[src/hw/rtl/hsc_pkg.sv]
// Shared types and constants of the hashed summary cache.
// Request and result structs, controller command and status, entry layout.
// No dependencies.
`default_nettype none

package hsc_pkg;

  localparam int unsigned SLOTS       = 128;
  localparam int unsigned MAX_PLAYERS = 8;

  localparam int unsigned SLOT_W = $clog2(SLOTS);
  localparam int unsigned LEN_W  = $clog2(MAX_PLAYERS + 1);
  localparam int unsigned KEY_W  = 32;
  localparam int unsigned GEN_W  = 31;
  localparam int unsigned CNT_W  = 16;

  localparam logic [KEY_W-1:0] TEAM_MUL  = 32'd2654435761;
  localparam logic [KEY_W-1:0] DAY_MUL   = 32'd2246822519;
  localparam int unsigned      FOLD_SHIFT = 16;

  typedef enum logic [1:0] {
    KIND_LOOKUP = 2'd0,
    KIND_STORE  = 2'd1,
    KIND_APPEND = 2'd2
  } hsc_kind_t;

  typedef struct packed {
    logic [1:0]       kind;
    logic [KEY_W-1:0] team_key;
    logic [KEY_W-1:0] day_key;
    logic [GEN_W-1:0] generation_tag;
    logic [KEY_W-1:0] candidate_key;
    logic [CNT_W-1:0] asian_count_in;
    logic [CNT_W-1:0] nonasian_count_in;
    logic             overflow_in;
    logic [KEY_W-1:0] player_key;
  } hsc_in_t;

  typedef struct packed {
    logic             hit;
    logic [CNT_W-1:0] asian_count;
    logic [CNT_W-1:0] nonasian_count;
    logic             candidate_found;
  } hsc_out_t;

  typedef struct packed {
    logic [KEY_W-1:0] team;
    logic [KEY_W-1:0] day;
    logic [GEN_W-1:0] generation;
    logic [CNT_W-1:0] asian;
    logic [CNT_W-1:0] nonasian;
  } hsc_hdr_t;

  typedef struct packed {
    logic             ovf;
    logic [LEN_W-1:0] len;
  } hsc_meta_t;

  typedef struct packed {
    logic load;
    logic exec;
    logic finish;
  } hsc_cmd_t;

  typedef struct packed {
    logic is_lookup;
    logic out_busy;
  } hsc_sts_t;

endpackage

`default_nettype wire

[src/hw/rtl/hsc_ctrl.sv]
// Controller of the hashed summary cache: sequences accept, execute, compare.
// Depends on hsc_pkg.
`default_nettype none

module hsc_ctrl (
  input  logic              clk,
  input  logic              rst_n,
  input  logic              in_valid,
  output logic              in_stall,
  input  hsc_pkg::hsc_sts_t sts,
  output hsc_pkg::hsc_cmd_t cmd
);
  import hsc_pkg::*;

  typedef enum logic [1:0] {
    S_IDLE,
    S_EXEC,
    S_CMP
  } state_t;

  state_t state_r;
  state_t state_nxt;
  logic   in_stall_r;

  always_comb begin
    cmd.load   = in_valid && !in_stall_r;
    cmd.exec   = (state_r == S_EXEC);
    cmd.finish = (state_r == S_CMP) && !sts.out_busy;
  end

  always_comb begin
    state_nxt = state_r;
    unique case (state_r)
      S_IDLE: begin
        if (cmd.load) begin
          state_nxt = S_EXEC;
        end
      end
      S_EXEC: begin
        state_nxt = sts.is_lookup ? S_CMP : S_IDLE;
      end
      S_CMP: begin
        if (!sts.out_busy) begin
          state_nxt = S_IDLE;
        end
      end
      default: begin
        state_nxt = S_IDLE;
      end
    endcase
  end

  always_ff @(posedge clk) begin
    if (!rst_n) begin
      state_r    <= S_IDLE;
      in_stall_r <= 1'b0;
    end else begin
      state_r    <= state_nxt;
      in_stall_r <= (state_nxt != S_IDLE);
    end
  end

  assign in_stall = in_stall_r;

endmodule

`default_nettype wire

[config.mk]
export PLATFORM = sky130hd
export DESIGN_NAME = hsc_ctrl
export DESIGN_NICKNAME = d
export VERILOG_FILES = /design/src/hw/rtl/hsc_pkg.sv /design/src/hw/rtl/hsc_ctrl.sv
export SDC_FILE = /design/constraint.sdc
export NUM_CORES = 1
export LEC_CHECK = 0
export BUFFER_PORTS_ARGS = -buffer_cell sky130_fd_sc_hd__buf_2
export CORE_AREA = 2 2 39 41
export CTS_CLUSTER_DIAMETER = 120
export DETAILED_ROUTE_END_ITERATION = 12
export DIE_AREA = 0 0 41 43
export PLACE_DENSITY = 0.31
export SYNTH_ARGS = -nofsm -noshare
export SYNTH_HDL_FRONTEND = slang
export SYNTH_SLANG_ARGS = --single-unit
[constraint.sdc]
create_clock -name clk -period 2.5 [get_ports clk]
set_input_delay 0.375 -clock clk [delete_from_list [all_inputs] [get_ports clk]]
set_output_delay 0.375 -clock clk [all_outputs]
set_load 0.02 [all_outputs]
# [Yosys cells after proc, flatten, opt, wreduce, memory -nomap -nowiden]
# Index checks and enable logic that the tools add are counted.
[op_classes] n_reduce_logical=6 eq_ne=2 n_mux=4
[ops] cell="2-bit two-way mux" count=3
[ops] cell="2-bit case mux with 3 select lines" count=1
[ops] cell="2-bit by 1-bit equality test with 1-bit output, second input constant" count=1
[ops] cell="2-bit equality test, second input constant" count=1
[ops] cell="1-bit logical AND" count=2
[ops] cell="1-bit zero test" count=2
[ops] cell="2-bit zero test" count=1
[ops] cell="2-bit nonzero test" count=1
[word_totals] register_bits=3 wordCells=14 out_inout_bits=4

# [Logic depth before layout (Yosys ltp)]
[depth] ltp_word=5 mapped_depth=3

# [Worst setup path after synthesis]
# Ideal clock, no wire load.
[synth_timing] path_type="reg2out" start="reg state_r[0]" end="out cmd[0] in the netlist's numbering" arrival_ps=735 t_required_ps=2125 slack_ps=1390 stages_incl_launch_ff=3 path_cell_list="dfxtp_1 > nand2b_1 > nor2_1"
[synth_lines] element="start: declaration" line_no="hsc_ctrl.sv:21" rtl="state_t state_r;"
[synth_lines] element="start signal: assignment" line_no="hsc_ctrl.sv:58" rtl="state_r <= state_nxt;"
[synth_lines] element="end: declaration" line_no="hsc_ctrl.sv:11" rtl="output hsc_pkg::hsc_cmd_t cmd"

==> flow_summary.toml <==
[drt]
dr_total_vias = 127
drcViolationCount = 0
wire_per_inst_um = 7.80
final_antenna_net_count = 0
drtIter0Drc = 4
drt-total-wl_um = 320
avgViaCountPerCell = 3.10
first_pass_iters = 3

[power_and_ir_drop]
power_w = 0.000161
seqPwrFrac_pct = 33.4
p_switching_w = 0.0000404
leakage_nw = 0.0998
power_frac_comb_pct = 12.9
p_int_w = 0.000121
power.density_mw_per_mm2 = 794
worst_ir_drop_vdd_mv = 0.144
p_sw_share_pct = 25.1
pwr-share-clk_pct = 53.7

[clock_tree]
clkSlewWorstSetupHoldPaths_ns = 0.04
ctsHoldBuffers = 0
htreeDepth = 1
numClockSinks = 3
cts_tree = "built"
clock_latency_ns = 0.24
cts_buffers = 3
cts_resized = 0
post_cts_buffers = 0
clk_path_buf_depth = 2
cts_root_buffer = "clkbuf_4"

[final_layout]
antenna_cells = 0
syn_to_final_growth_pct = 74.2
multi_input_area_um2 = 56.3
final_common_cell = "buf_2"
fillers = 162
ff_latch_area_um2 = 60.1
drive_gt1_share_pct = 44.0
final_util_pct = 14.6
fin_nets = 31
layout_common_cells = "buf_2, clkbuf_4, dfxtp_1"

[sta]
period_needed_ns = 1.32
skew_ns = 0.000581
finalCritPeriodShare_pct = 52.8
slew_viol_final = 0
tightest_slew_ns = 0.157
finalHoldViolCount = 0
finalSetupTns_ns = 0
rsz0062_at_grt = "false"
setup_viol = 0
max_freq_ghz = 0.757
slew_headroom_pct = 89.5

[logic_synthesis]
yosysWarnings = 0
yosysSeqAreaShare_pct = 51.6
synth_seq_cells = 3
yosysUniqueCellTypes = 9
syn_area_um2 = 116
syn-instance-count = 13
synth.avg_cell_area_um2 = 8.95
synth_nets = 18

[placement]
dp.final_hpwl_um = 220
io_buffers = 8
place_congestion = 0.554

[critical_path]
cp_top_family = "flip-flops"
critPathLaunchType = "flop"
crit_path_max_incr_delay_ns = 0.31
cp_max_fo = 4
path_class = "reg -> out"
arrival_ns = 0.95
slowest_stage = "dfxtp_1"
endpoint_kind = "output port"
cp_num_buf_inv = 1
crit_chain = "nand2b_1 > nor2_1 > buf_2"
worst-endpoint-required_ns = 2.12

[global_route]
first_global_vias = 115
busiest_layer = "met4"
antenna_found_initial = 0
use_met1_pct = 3.88
grt_use_total_pct = 4.43
use_met3_pct = 3.14
grt_pass1_wl_um = 400
met2_usage_pct = 4.38
overflow = 0
grt_max_degree = 5

[run]
maxCapViolCount = 0

[die]
fp.dieW_um = 41
initial_core_util_pct = 8.41
die-area_mm2 = 0.00176
placementRows = 14
core_mm2 = 0.00138
io_pins = 9
die_h_um = 43

[hold_path]
min_path_type = "in -> reg"

[status]
outcome = "finished, final reports clean"
-- cell type report --
type                    instances  area share (%)
clock buffers                   4            13.0
multi-input cells              10            27.8
flip-flops and latches          3            29.6
well taps                      16            9.88
repair buffers                  8            19.8
-- metal layers --
layer / part of all wire [%] / wire length, um / vias up
met3: 13 / 43 / 0
met4: 0 / 0 / 0
met2: 47 / 149 / 9
met1: 40 / 127 / 52
li1: - / - / 66
met5: 0 / 0 / -
-- worst reg2reg max path, stage by stage (launching register included) --
cell and delay, ns:
dfxtp_1 0.35, nor2_1 0.05, and3_1 0.18, or2_1 0.22
-- logic make-up (layout without fill, tap and decap cells) --
family          count (synthesis)  count (layout)  synth area share [%]
buf+inv                         0              12                     0
flops                           3               3                  51.6
simple gates                    9               9                  44.1
compound gates                  1               1                  4.30
-- power groups by stage --
stage	combinational [W]	clock, W	sequential, W
after floorplan	0.00000993	0	0.0000563
after global placement	0.0000207	0	0.0000545
final	0.0000208	0.0000864	0.0000537
after CTS	0.0000212	0.0000898	0.0000538
after global routing	0.0000227	0.0000911	0.0000540
after detailed placement	0.0000208	0	0.0000545
-- final timing paths --
| kind | from | to | slack, ns | cells after the start |
|---|---|---|---|---|
| max | state_r[0] | cmd[0] | 1.18 | 3 |
| min | sts[0] | state_r[1] | 0.42 | 3 |
| max reg2reg | state_r[1] | in_stall | 1.58 | 3 |
| min reg2reg | state_r[0] | state_r[1] | 0.53 | 2 |
-- flip-flops by register name, summed over array words and instances (netlist names) --
| register | cells |
|---|---|
| state_r | 2 |
| in_stall | 1 |
-- cells in the mapped netlist --
library cell / number / area share (%)
dfxtp_1: 3 / 52
nor2_1: 2 / 6.5
nor2b_1: 2 / 11
and3_1: 1 / 5.4
nand2_1: 1 / 3.2
nand2b_1: 1 / 5.4
nand4b_1: 1 / 7.5
o21ai_1: 1 / 4.3
or2_1: 1 / 5.4
-- through the flow --
step / setup WS, ns / instance area (um2) / hold slack (ns) / instances
5_1_grt: 1.10 / 203 / 0.443 / 41
3_3_place_gp: 1.34 / 176 / 0.519 / 37
3_5_place_dp: 1.34 / 176 / 0.517 / 37
2_1_floorplan: 1.39 / 116 / 0.482 / 13
4_1_cts: 1.16 / 203 / 0.423 / 41
6_report: 1.18 / 203 / 0.422 / 41
No activity file was read; power rests on OpenSTA's default activity.
